File: src/sv/cfr_pkg.sv
// shared constants for the checksum frame receiver
`default_nettype none

package cfr_pkg;

    // default payload length limit (lengths must stay below it)
    localparam int LENGTH_LIMIT_DEF = 50;

    // field widths
    localparam int BYTE_W  = 8;
    localparam int INDEX_W = 6;

    // function byte must be strictly above this floor
    localparam logic [BYTE_W-1:0] FUNC_FLOOR = 8'hF0;

    // configuration register map
    localparam int CFG_IDX_W = 2;
    localparam logic [CFG_IDX_W-1:0] REG_HEADER_FIRST  = 2'd0;
    localparam logic [CFG_IDX_W-1:0] REG_HEADER_SECOND = 2'd1;

    // register reset values
    localparam logic [BYTE_W-1:0] HEADER_FIRST_RST  = 8'hAA;
    localparam logic [BYTE_W-1:0] HEADER_SECOND_RST = 8'hAF;

endpackage

`default_nettype wire

File: src/sv/cfr_ram.sv
// generic single-port-write, registered-read ram
`default_nettype none

module cfr_ram #(
    parameter int WIDTH = 8,
    parameter int DEPTH = 49,
    localparam int AddrW = (DEPTH > 1) ? $clog2(DEPTH) : 1
) (
    input  wire logic             aclk,
    input  wire logic             we,
    input  wire logic [AddrW-1:0] waddr,
    input  wire logic [WIDTH-1:0] wdata,
    input  wire logic             re,
    input  wire logic [AddrW-1:0] raddr,
    output logic      [WIDTH-1:0] rdata
);

    logic [WIDTH-1:0] mem [DEPTH];

    // write port
    always_ff @(posedge aclk) begin
        if (we) begin
            mem[waddr] <= wdata;
        end
    end

    // registered read port, holds between reads
    always_ff @(posedge aclk) begin
        if (re) begin
            rdata <= mem[raddr];
        end
    end

endmodule

`default_nettype wire

File: src/sv/checksum_frame_receiver.sv
// checksum frame receiver: header/length/sum8 deframer with payload ram
//
// Input channel (s_*): one received byte per transaction. While a frame is
// being received, s_ready is high and one byte is taken each valid cycle.
// Frame: header_first, header_second, function byte above 0xF0, length byte
// below LENGTH_LIMIT, that many payload bytes, 8-bit additive checksum.
// Payload bytes are written into a ram of LENGTH_LIMIT-1 entries.
// Result channel (m_*): on a matching checksum the stored payload is read
// back and sent one transaction per byte, tagged with the function code and
// its index; m_last_byte marks the final one. Each payload byte is read out
// by a ram read, then a load into the output register, as set by the single
// registered read port of the payload ram; s_ready is low during readout.
// A stalled receiver (m_ready low) holds the output register and readout.
// Once the last result is loaded, input is taken again even while it waits.
// Configuration (cfg_*): write-only, header_first at index 0, header_second
// at index 1; other indexes are ignored. Write only while the block is idle.
// Reset (aresetn low, synchronous): hunting state, headers 0xAA and 0xAF,
// no result pending; the ram needs no clearing.
`default_nettype none

module checksum_frame_receiver #(
    parameter int LENGTH_LIMIT = cfr_pkg::LENGTH_LIMIT_DEF
) (
    input  wire logic                          aclk,
    input  wire logic                          aresetn,
    // configuration port
    input  wire logic                          cfg_we,
    input  wire logic [cfr_pkg::CFG_IDX_W-1:0] cfg_index,
    input  wire logic [cfr_pkg::BYTE_W-1:0]    cfg_wdata,
    // input channel
    input  wire logic                          s_valid,
    output logic                               s_ready,
    input  wire logic [cfr_pkg::BYTE_W-1:0]    s_rx_byte,
    // result channel
    output logic                               m_valid,
    input  wire logic                          m_ready,
    output logic      [cfr_pkg::BYTE_W-1:0]    m_function_code,
    output logic      [cfr_pkg::BYTE_W-1:0]    m_payload_byte,
    output logic      [cfr_pkg::INDEX_W-1:0]   m_byte_index,
    output logic                               m_last_byte
);

    localparam int Depth = LENGTH_LIMIT - 1;
    localparam int AddrW = (Depth > 1) ? $clog2(Depth) : 1;
    localparam int CntW  = cfr_pkg::INDEX_W;
    localparam logic [cfr_pkg::BYTE_W-1:0] LimitByte = cfr_pkg::BYTE_W'(LENGTH_LIMIT);

    typedef enum logic [7:0] {
        ST_HUNT    = 8'b0000_0001,
        ST_HDR1    = 8'b0000_0010,
        ST_HDR2    = 8'b0000_0100,
        ST_FUNC    = 8'b0000_1000,
        ST_PAYLOAD = 8'b0001_0000,
        ST_CSUM    = 8'b0010_0000,
        ST_READ    = 8'b0100_0000,
        ST_LOAD    = 8'b1000_0000
    } state_t;

    state_t                      state_reg, state_next;
    logic [cfr_pkg::BYTE_W-1:0]  hdr_first_reg, hdr_second_reg;
    logic [CntW-1:0]             remaining_reg, remaining_next;
    logic [CntW-1:0]             stored_reg, stored_next;
    logic [CntW-1:0]             rd_idx_reg, rd_idx_next;
    logic [cfr_pkg::BYTE_W-1:0]  sum_reg, sum_next;
    logic [cfr_pkg::BYTE_W-1:0]  func_reg, func_next;

    logic                        m_valid_reg;
    logic [cfr_pkg::BYTE_W-1:0]  m_func_reg;
    logic [cfr_pkg::BYTE_W-1:0]  m_data_reg;
    logic [CntW-1:0]             m_index_reg;
    logic                        m_last_reg;

    logic                        s_accept;
    logic                        ram_we;
    logic                        ram_re;
    logic [cfr_pkg::BYTE_W-1:0]  ram_rdata;
    logic                        load;
    logic                        rd_last;

    // input is taken in the receive states only
    assign s_ready  = (state_reg inside {ST_HUNT, ST_HDR1, ST_HDR2, ST_FUNC,
                                         ST_PAYLOAD, ST_CSUM});
    assign s_accept = s_valid && s_ready;

    // payload write and readout
    assign ram_we  = s_accept && (state_reg == ST_PAYLOAD) && (remaining_reg != '0);
    assign ram_re  = (state_reg == ST_READ);
    assign load    = (state_reg == ST_LOAD) && (!m_valid_reg || m_ready);
    assign rd_last = ((rd_idx_reg + CntW'(1)) == stored_reg);

    cfr_ram #(
        .WIDTH (cfr_pkg::BYTE_W),
        .DEPTH (Depth)
    ) u_payload_ram (
        .aclk  (aclk),
        .we    (ram_we),
        .waddr (stored_reg[AddrW-1:0]),
        .wdata (s_rx_byte),
        .re    (ram_re),
        .raddr (rd_idx_reg[AddrW-1:0]),
        .rdata (ram_rdata)
    );

    // frame sequencer
    always_comb begin
        state_next     = state_reg;
        remaining_next = remaining_reg;
        stored_next    = stored_reg;
        rd_idx_next    = rd_idx_reg;
        sum_next       = sum_reg;
        func_next      = func_reg;
        case (state_reg)
            ST_HUNT: begin
                if (s_accept && (s_rx_byte == hdr_first_reg)) begin
                    state_next = ST_HDR1;
                    sum_next   = s_rx_byte;
                end
            end
            ST_HDR1: begin
                if (s_accept) begin
                    if (s_rx_byte == hdr_second_reg) begin
                        state_next = ST_HDR2;
                        sum_next   = sum_reg + s_rx_byte;
                    end else begin
                        state_next = ST_HUNT;
                    end
                end
            end
            ST_HDR2: begin
                if (s_accept) begin
                    if (s_rx_byte > cfr_pkg::FUNC_FLOOR) begin
                        state_next = ST_FUNC;
                        func_next  = s_rx_byte;
                        sum_next   = sum_reg + s_rx_byte;
                    end else begin
                        state_next = ST_HUNT;
                    end
                end
            end
            ST_FUNC: begin
                if (s_accept) begin
                    if (s_rx_byte < LimitByte) begin
                        state_next     = ST_PAYLOAD;
                        remaining_next = s_rx_byte[CntW-1:0];
                        stored_next    = '0;
                        sum_next       = sum_reg + s_rx_byte;
                    end else begin
                        state_next = ST_HUNT;
                    end
                end
            end
            ST_PAYLOAD: begin
                if (s_accept) begin
                    if (remaining_reg != '0) begin
                        stored_next    = stored_reg + CntW'(1);
                        remaining_next = remaining_reg - CntW'(1);
                        sum_next       = sum_reg + s_rx_byte;
                        if (remaining_reg == CntW'(1)) begin
                            state_next = ST_CSUM;
                        end
                    end else begin
                        // zero length: frame dropped
                        state_next = ST_HUNT;
                    end
                end
            end
            ST_CSUM: begin
                if (s_accept) begin
                    if (s_rx_byte == sum_reg) begin
                        state_next  = ST_READ;
                        rd_idx_next = '0;
                    end else begin
                        state_next = ST_HUNT;
                    end
                end
            end
            ST_READ: begin
                state_next = ST_LOAD;
            end
            ST_LOAD: begin
                if (load) begin
                    if (rd_last) begin
                        state_next = ST_HUNT;
                    end else begin
                        rd_idx_next = rd_idx_reg + CntW'(1);
                        state_next  = ST_READ;
                    end
                end
            end
            default: begin
                state_next = ST_HUNT;
            end
        endcase
    end

    // control and frame state registers
    always_ff @(posedge aclk) begin
        if (!aresetn) begin
            state_reg      <= ST_HUNT;
            remaining_reg  <= '0;
            stored_reg     <= '0;
            rd_idx_reg     <= '0;
            sum_reg        <= '0;
            func_reg       <= '0;
            hdr_first_reg  <= cfr_pkg::HEADER_FIRST_RST;
            hdr_second_reg <= cfr_pkg::HEADER_SECOND_RST;
        end else begin
            state_reg     <= state_next;
            remaining_reg <= remaining_next;
            stored_reg    <= stored_next;
            rd_idx_reg    <= rd_idx_next;
            sum_reg       <= sum_next;
            func_reg      <= func_next;
            if (cfg_we && (cfg_index == cfr_pkg::REG_HEADER_FIRST)) begin
                hdr_first_reg <= cfg_wdata;
            end
            if (cfg_we && (cfg_index == cfr_pkg::REG_HEADER_SECOND)) begin
                hdr_second_reg <= cfg_wdata;
            end
        end
    end

    // output register valid
    always_ff @(posedge aclk) begin
        if (!aresetn) begin
            m_valid_reg <= 1'b0;
        end else if (load) begin
            m_valid_reg <= 1'b1;
        end else if (m_ready) begin
            m_valid_reg <= 1'b0;
        end
    end

    // output register payload
    always_ff @(posedge aclk) begin
        if (load) begin
            m_func_reg  <= func_reg;
            m_data_reg  <= ram_rdata;
            m_index_reg <= rd_idx_reg;
            m_last_reg  <= rd_last;
        end
    end

    assign m_valid         = m_valid_reg;
    assign m_function_code = m_func_reg;
    assign m_payload_byte  = m_data_reg;
    assign m_byte_index    = m_index_reg;
    assign m_last_byte     = m_last_reg;

    // a result is only loaded straight out of the ram load step
    assert property (@(posedge aclk) disable iff (!aresetn)
        $rose(m_valid_reg) |-> $past(state_reg == ST_LOAD))
        else $error("result appeared without a ram load");

    // readout never addresses beyond the bytes stored in this frame
    assert property (@(posedge aclk) disable iff (!aresetn)
        (state_reg == ST_READ) |-> (rd_idx_reg < stored_reg))
        else $error("readout index beyond stored payload");

    // stored plus remaining stays below the length limit during payload
    assert property (@(posedge aclk) disable iff (!aresetn)
        (state_reg == ST_PAYLOAD) |->
            ((7'(stored_reg) + 7'(remaining_reg)) < 7'(LENGTH_LIMIT)))
        else $error("payload count exceeds store depth");

    // a ram write only happens while collecting payload
    assert property (@(posedge aclk) disable iff (!aresetn)
        ram_we |=> ((state_reg == ST_PAYLOAD) || (state_reg == ST_CSUM)))
        else $error("payload write outside payload phase");

endmodule

`default_nettype wire

File: config.mk
export PLATFORM = sky130hd
export DESIGN_NAME = checksum_frame_receiver
export DESIGN_NICKNAME = d
export VERILOG_FILES = /design/src/sv/cfr_pkg.sv /design/src/sv/cfr_ram.sv /design/src/sv/checksum_frame_receiver.sv
export SDC_FILE = /design/constraint.sdc
export NUM_CORES = 1
export LEC_CHECK = 0
export ABC_AREA = 1
export ABC_CLOCK_PERIOD_IN_PS = 2550
export BUFFER_PORTS_ARGS = -buffer_cell sky130_fd_sc_hd__buf_2
export CAP_MARGIN = 20
export CORE_MARGIN = 10
export CORE_UTILIZATION = 30
export DETAILED_ROUTE_END_ITERATION = 6
export PLACE_DENSITY = 0.42
export SYNTH_ARGS = -nofsm -noshare
export SYNTH_HDL_FRONTEND = slang
export SYNTH_HIERARCHICAL = 1
export SYNTH_SLANG_ARGS = --single-unit
File: constraint.sdc
create_clock -name aclk -period 2.55 [get_ports aclk]
set_input_delay 0.1275 -clock aclk [delete_from_list [all_inputs] [get_ports aclk]]
set_output_delay 0.1275 -clock aclk [all_outputs]
set_load 0.01 [all_outputs]
==> flow_metrics.env, run 1 <==
export IMPL_wl_per_cell_um=19.8
export IMPL_grt_util_met2_pct=25.9
export IMPL_cts_tree="built"
export IMPL_nets=2188
export IMPL_finalCritPeriodShare_pct=98.8
export IMPL_r2r_start="state_reg[6]"
export IMPL_ir_worst_vdd_v=0.000436
export IMPL_met1_usage_pct=19.7
export IMPL_cts_buffer_depth=3
export IMPL_pre_cts_ws_ns=-0.188
export IMPL_final_antenna_net_count=0
export IMPL_finalSetupViolCount=0
export IMPL_io_pins=48
export IMPL_hold_end="hdr_second_reg[6]"
export IMPL_hp_class="in2reg"
export IMPL_synth_yosys_seq_area_share_pct=66.9
export IMPL_num_vias=14700
export IMPL_fin_cells=3127
export IMPL_largest_register_ffs=392
export IMPL_syn_area_per_cell_sq_um=10.3
export IMPL_power_w=0.0171
export IMPL_grt_overflow=0
export IMPL_drtIter0Drc=1151
export IMPL_syn_nets=2040
export IMPL_startpoint_type="register"
export IMPL_syn_area_sq_um=20700
export IMPL_crit_arrival_ns=2.84
export IMPL_gr_usage_all_layers_pct=15.2
export IMPL_grt_pass1_wl_mm=93.6
export IMPL_cpMaxStageDelayCell="dfxtp_4"
export IMPL_status="finished clean"
export IMPL_diodes=0
export IMPL_area_growth_pct=19.6
export IMPL_rsz0062_at_grt="yes"
export IMPL_cts_made_buffers=55
export IMPL_clockRootBuffer="clkbuf_16"
export IMPL_drive_above_1_share_pct=14.3
export IMPL_p_per_area_nw_per_um2=689
export IMPL_worst_pin_slew_ns=0.843
export IMPL_cts_htree_levels=2
export IMPL_drv_slew=0
export IMPL_first_pass_iters=5
export IMPL_cp_cell_sequence="nor2_4, nand2_4, nor2_4, inv_2, nand2_4, nor3_4, nor4_4, buf_4, buf_6, nand4_1, buf_6, nor2_2, buf_6"
export IMPL_power_leakage_nw=9.12
export IMPL_yosysWarnings=6
export IMPL_std_cell_rows=96
export IMPL_start_util_pct=30.3
export IMPL_die_h_um=283
export IMPL_hold_viol_final=0
export IMPL_clkTransAtPathRegs_ns=0.06
export IMPL_use_met3_pct=2.59
export IMPL_crit_top_cell="buf_6"
export IMPL_dp_cells=3000
export IMPL_routed_wl_mm=62.0
export IMPL_slew_headroom_pct=43.8
export IMPL_clock_fmax_mhz=397
export IMPL_largest_register="u_payload_ram/mem"
export IMPL_synth_cell_types=39
export IMPL_worstSetupPathType="reg2reg"
export IMPL_io_buffers=47
export IMPL_cp_max_fo=8
export IMPL_grt_pass1_vias=15000
export IMPL_worst_slack_ns=0.0314
export IMPL_cap_violations=0
export IMPL_worst_skew_pair_late_latency_ns=0.63
export IMPL_clock_sinks=482
export IMPL_drc=0
export IMPL_r2r_cells=13
export IMPL_layout_common_cells="nand2_1 (646), edfxtp_1 (423), nand3_1 (384), nor2_1 (115), buf_4 (95)"
export IMPL_r2r_end="u_payload_ram/mem[39][2]"
export IMPL_fillers=6889
export IMPL_fin_crit_ns=2.52
export IMPL_core_sq_um=68600
export IMPL_synth_ff_latch_count=482
export IMPL_grt_max_degree=81
export IMPL_antenna_found_initial=6
export IMPL_finalWeightedCongestion=0.804
export IMPL_crit_required_ns=2.87
export IMPL_chipWidth_um=283
export IMPL_holdPathStages=4
export IMPL_slowest_delay_ns=0.36
export IMPL_worstHoldStart="cfg_index[0]"
export IMPL_final_common_cell="nand2_1"
export IMPL_synth_cells=2005
export IMPL_top_usage_layer="met2"
export IMPL_critPathCaptureType="register"
export IMPL_clock_skew_ns=0.0241
export IMPL_hpwl_mm=39.5
export IMPL_via_per_inst=4.70
export IMPL_rrSetupSlack_ns=0.03
export IMPL_dieArea_sq_um=80100
==> Yosys cell counts (all sizes together) <==
cell | n | area [sq um]
nand2 | 660 | 2500
edfxtp | 423 | 12700
nand3 | 387 | 1950
nor2 | 143 | 613
inv | 89 | 334
buf | 74 | 417
dfxtp | 59 | 1180
a21oi | 46 | 230
o21ai | 31 | 155
clkbuf | 20 | 75.1
nand4 | 13 | 81.3
ha | 11 | 138
xnor2 | 11 | 96.3
nor3 | 8 | 45.0
or2 | 7 | 43.8
xor2 | 7 | 61.3
a31oi | 4 | 25.0
nor4 | 4 | 31.3
a211oi | 1 | 7.51
a21boi | 1 | 7.51
clkinv | 1 | 3.75
fa | 1 | 20.0
nand3b | 1 | 7.51
o211ai | 1 | 7.51
o21a | 1 | 7.51
o21bai | 1 | 7.51
==> report_power, final <==
group / total [W] / internal (W) / leakage, nW / switching, W
Combinational: 0.000736 / 0.000236 / 4.00 / 0.000500
Sequential: 0.00865 / 0.00861 / 4.29 / 0.0000339
Clock: 0.00771 / 0.00454 / 0.837 / 0.00318
Total: 0.0171 / 0.0134 / 9.12 / 0.00371
==> cell families after synthesis <==
family / after synthesis / synth area share, %
buf+inv: 184 / 4.00
fa+ha+maj: 12 / 0.760
simple gates: 1223 / 25.4
flops: 482 / 66.9
compound gates: 86 / 2.16
xor+xnor: 18 / 0.760
==> stage by stage <==
stage                     instance area [sq um]  utilization, %  hold slack (ns)  TNS [ns]
after floorplan                           20800               -            0.226         0
after CTS                                 24600            35.9         0.000691         0
after global routing                      24800            36.2           0.0521     -4.80
after detailed placement                  22600            33.0            0.353    -18.49
final                                     24800            36.2           0.0474         0
after global placement                    22600            33.0            0.352    -16.66
==> worst max path at each step <==
stage                     slack [ns]          from                        to
final                           0.03  state_reg[6]  u_payload_ram/mem[39][2]
after global routing            -0.1  state_reg[6]  u_payload_ram/mem[47][5]
after CTS                       0.02  state_reg[6]   u_payload_ram/mem[7][3]
after detailed placement       -0.19  state_reg[3]  u_payload_ram/mem[31][0]
after global placement         -0.21  state_reg[0]  u_payload_ram/mem[23][1]
after floorplan                0.004  state_reg[4]  u_payload_ram/mem[48][0]
==> cell type report <==
cell class / count / area, sq um / area share, %
multi-input cells: 1339 / 6170 / 24.9
flip-flops and latches: 482 / 13900 / 56.0
repair buffers: 185 / 1460 / 5.89
well taps: 931 / 1160 / 4.70
clock buffers: 69 / 1450 / 5.85
inverters: 90 / 343 / 1.38
clock inverters: 31 / 323 / 1.30
==> per-layer routing <==
metal | share of wire, % | wire length, um
met1 | 45 | 27800
met2 | 48 | 30000
met3 | 4.4 | 2730
met4 | 2.3 | 1440
met5 | 0 | 0
==> worst max-delay path, delay by kind of cell, from the launching register on <==
kind          cells  cell delay [ns]
buf+inv           5             0.74
flops             1             0.36
simple gates      8             1.11
==> what timing repair did <==
action | in CTS | in global routing
endpoints found under the setup margin | 376 | 272
setup buffers | 3 | 4
endpoints found under the hold margin | 31 | 0
gates resized for setup | 5 | 43
hold buffers | 20 | 0
pin swaps | 2 | 11
Note: power is estimated with default switching activity, not from simulation.
==> inputs of run 2 (changes only) <==
- CORE_UTILIZATION: 30 -> 56
- PLACE_DENSITY: 0.42 -> 0.71
- SYNTH_HIERARCHICAL: 1 -> default
==> run 2 against run 1 <==
Against the previous run: the run now ends with hold timing left; global-route usage is 8.6 points higher; non-clock buffer count is 26 lower; fmax is 5.5% higher; largest cell class unchanged; clock skew is 0.0049 ns lower; count of clock-buffer cells in the layout is 13 lower; highest routed layer is now met5; die area is 45% lower; first-iteration DRC count is 60% higher.
==> flow_metrics.env, run 2 <==
export IMPL_status="complete, but fails checks"
export IMPL_failed_checks="hold timing"
export IMPL_syn_area_per_cell_sq_um=11.4
export IMPL_synth_top_area_share_pct=62.3
export IMPL_cts_made_buffers=48
export IMPL_async_reset_ff_share_pct=0
export IMPL_finalSetupViolCount=0
export IMPL_drc=0
export IMPL_syn_area_sq_um=20400
export IMPL_cp_cell_sequence="nor2_4, nand2_4, nor2_2, nor2_4, nand4_4, nand2_4, nor2_8, nand2_4, nor3_2, buf_4"
export IMPL_setup_tns_ns=0
export IMPL_io_pins=48
export IMPL_synth_flop_cell="edfxtp_1"
export IMPL_grt_overflow=0
export IMPL_switching_share_pct=24.7
export IMPL_fin_util_pct=65.3
export IMPL_first_pass_iters=6
export IMPL_synth_top_area_cell="edfxtp_1"
export IMPL_slowest_delay_ns=0.36
export IMPL_clockRootBuffer="clkbuf_16"
export IMPL_holdPathStages=3
export IMPL_clkTransAtPathRegs_ns=0.06
export IMPL_final_antenna_net_count=0
export IMPL_intPower_w=0.0137
export IMPL_hpwl_mm=32.9
export IMPL_crit_arrival_ns=2.67
export IMPL_chipWidth_um=211
export IMPL_routed_wl_mm=53.1
export IMPL_synth_ff_latch_count=482
export IMPL_slew_headroom_pct=49.0
export IMPL_worst_skew_pair_late_latency_ns=0.58
export IMPL_largest_register="u_payload_ram.mem"
export IMPL_layout_common_cells="edfxtp_1 (423), nor2_1 (315), o21ai_0 (218), nand2_1 (196), nand3_1 (104)"
export IMPL_grt_pass1_vias=14100
export IMPL_grt_max_degree=82
export IMPL_drtIter0Drc=1839
export IMPL_final_common_cell="edfxtp_1"
export IMPL_startpoint_type="register"
export IMPL_syn_nets=1827
export IMPL_hold_viol_final=1
export IMPL_synthTopCellsByArea="edfxtp_1 (62%), nor2_1 (5.8%), dfxtp_1 (5.8%), o21ai_0 (5.4%), nand2_1 (3.6%)"
export IMPL_clock_sinks=482
export IMPL_cts_htree_levels=2
export IMPL_clock_fmax_mhz=419
export IMPL_hp_class="in2reg"
export IMPL_crit_required_ns=2.84
export IMPL_synth_cells=1792
export IMPL_worst_pin_slew_ns=0.765
export IMPL_largest_register_ffs=392
export IMPL_p_clk_share_pct=39.9
export IMPL_fin_hold_ws_ns=-0.00198
export IMPL_crit_top_cell="nand2_4"
export IMPL_cts_setup_buffers=0
export IMPL_nets=1931
export IMPL_cpMaxStageDelayCell="dfxtp_1"
export IMPL_diodes=0
export IMPL_num_vias=14500
export IMPL_cts_tree="built"
export IMPL_power_frac_comb_pct=11.7
export IMPL_ir_worst_vdd_v=0.000583
export IMPL_cts_buffer_depth=3
export IMPL_fillers=2705
export IMPL_yosysMostFrequentCell="edfxtp_1"
export IMPL_critPathCaptureType="register"
export IMPL_p_per_area_nw_per_um2=778
export IMPL_dieArea_sq_um=44400
export IMPL_r2r_cells=10
export IMPL_area_growth_pct=14.5
export IMPL_clock_skew_ns=0.0192
export IMPL_worstSetupPathType="reg2reg"
export IMPL_antenna_found_initial=1
export IMPL_seq_power_share_pct=48.4
export IMPL_start_util_pct=57.0
export IMPL_grt_pass1_wl_mm=81.9
export IMPL_power_leakage_nw=8.21
export IMPL_rsz0062_at_grt="no"
export IMPL_die_h_um=211
export IMPL_cap_violations=0
export IMPL_switching_power_w=0.00448
export IMPL_drv_slew=0
export IMPL_yosysWarnings=0
export IMPL_synth_edff_count=423
export IMPL_via_per_inst=6.05
export IMPL_gr_usage_all_layers_pct=23.8
export IMPL_synth_yosys_seq_area_share_pct=68.1
export IMPL_cp_max_fo=24
export IMPL_wl_per_cell_um=22.2
export IMPL_synth_cell_types=40
export IMPL_fin_crit_ns=2.39
export IMPL_finalCritPeriodShare_pct=93.7
export IMPL_std_cell_rows=69
export IMPL_drive_above_1_share_pct=14.1
export IMPL_yosys_top_cells_count="edfxtp_1 (423), nor2_1 (316), o21ai_0 (218)"
export IMPL_finalWeightedCongestion=0.910
export IMPL_core_sq_um=35700
export IMPL_io_buffers=47
[run 2: layer usage]
metal  wire, um  track usage [%]  vias to the layer above
li1           -                -                     6655
met3       4600             3.90                      136
met5         13                0                        -
met4       1900             9.02                        2
met2      25400             38.9                      753
met1      21100             31.6                     6935
[run 2: through the flow]
stage	setup WS (ns)	std cells	instance area, sq um	power [W]
after floorplan	0.163	1792	20400	0.0104
after global routing	0.0262	2395	23300	0.0188
after detailed placement	0.163	2295	21600	0.0110
after CTS	0.129	2394	23300	0.0182
after global placement	0.264	2295	21600	0.0110
final	0.162	2395	23300	0.0181
[run 2: power groups by stage]
stage	combinational [W]	clock [W]	sequential, W
finish	0.00212	0.00724	0.00878
floorplan	0.00146	0	0.00894
global route	0.00234	0.00763	0.00879
global placement	0.00205	0	0.00895
CTS	0.00210	0.00729	0.00878
detailed placement	0.00208	0	0.00895
[run 2: cell families after synthesis]
logic type / synth area share, %
fa+ha+maj: 0.774
xor+xnor: 0.903
compound gates: 11.3
buf+inv: 3.62
simple gates: 15.3
flops: 68.1
[run 2: worst paths after layout]
kind,start,endpoint,slack (ns)
min reg2reg,u_payload_ram.rdata[3],m_payload_byte[3],0.42
max,state_reg[7],u_payload_ram.mem[47][6],0.16
max reg2reg,state_reg[7],u_payload_ram.mem[47][6],0.16
min,s_rx_byte[0],func_reg[0],-0.002
[run 2: repair_timing]
item                                    4_1_cts  5_1_grt
gates resized for setup                       0        1
endpoints found under the setup margin        0        3
hold buffers                                 11        0
endpoints found under the hold margin        24        0
[run 2: final cells by class]
| class | count | area [sq um] | area share [%] |
|---|---|---|---|
| tap | 461 | 577 | 2.47 |
| multi-input combinational | 1136 | 5770 | 24.8 |
| clock inverter | 32 | 372 | 1.59 |
| clock buffer | 56 | 1240 | 5.32 |
| sequential | 482 | 13900 | 59.5 |
| inverter | 69 | 262 | 1.12 |
| timing repair buffer | 159 | 1210 | 5.19 |
[run 2: worst max-delay path, delay by kind of cell, from the launching register on]
family | cells | cell delay, ns
and+or+nand+nor | 9 | 1.51
DFF | 1 | 0.36
buffers and inverters | 1 | 0.22
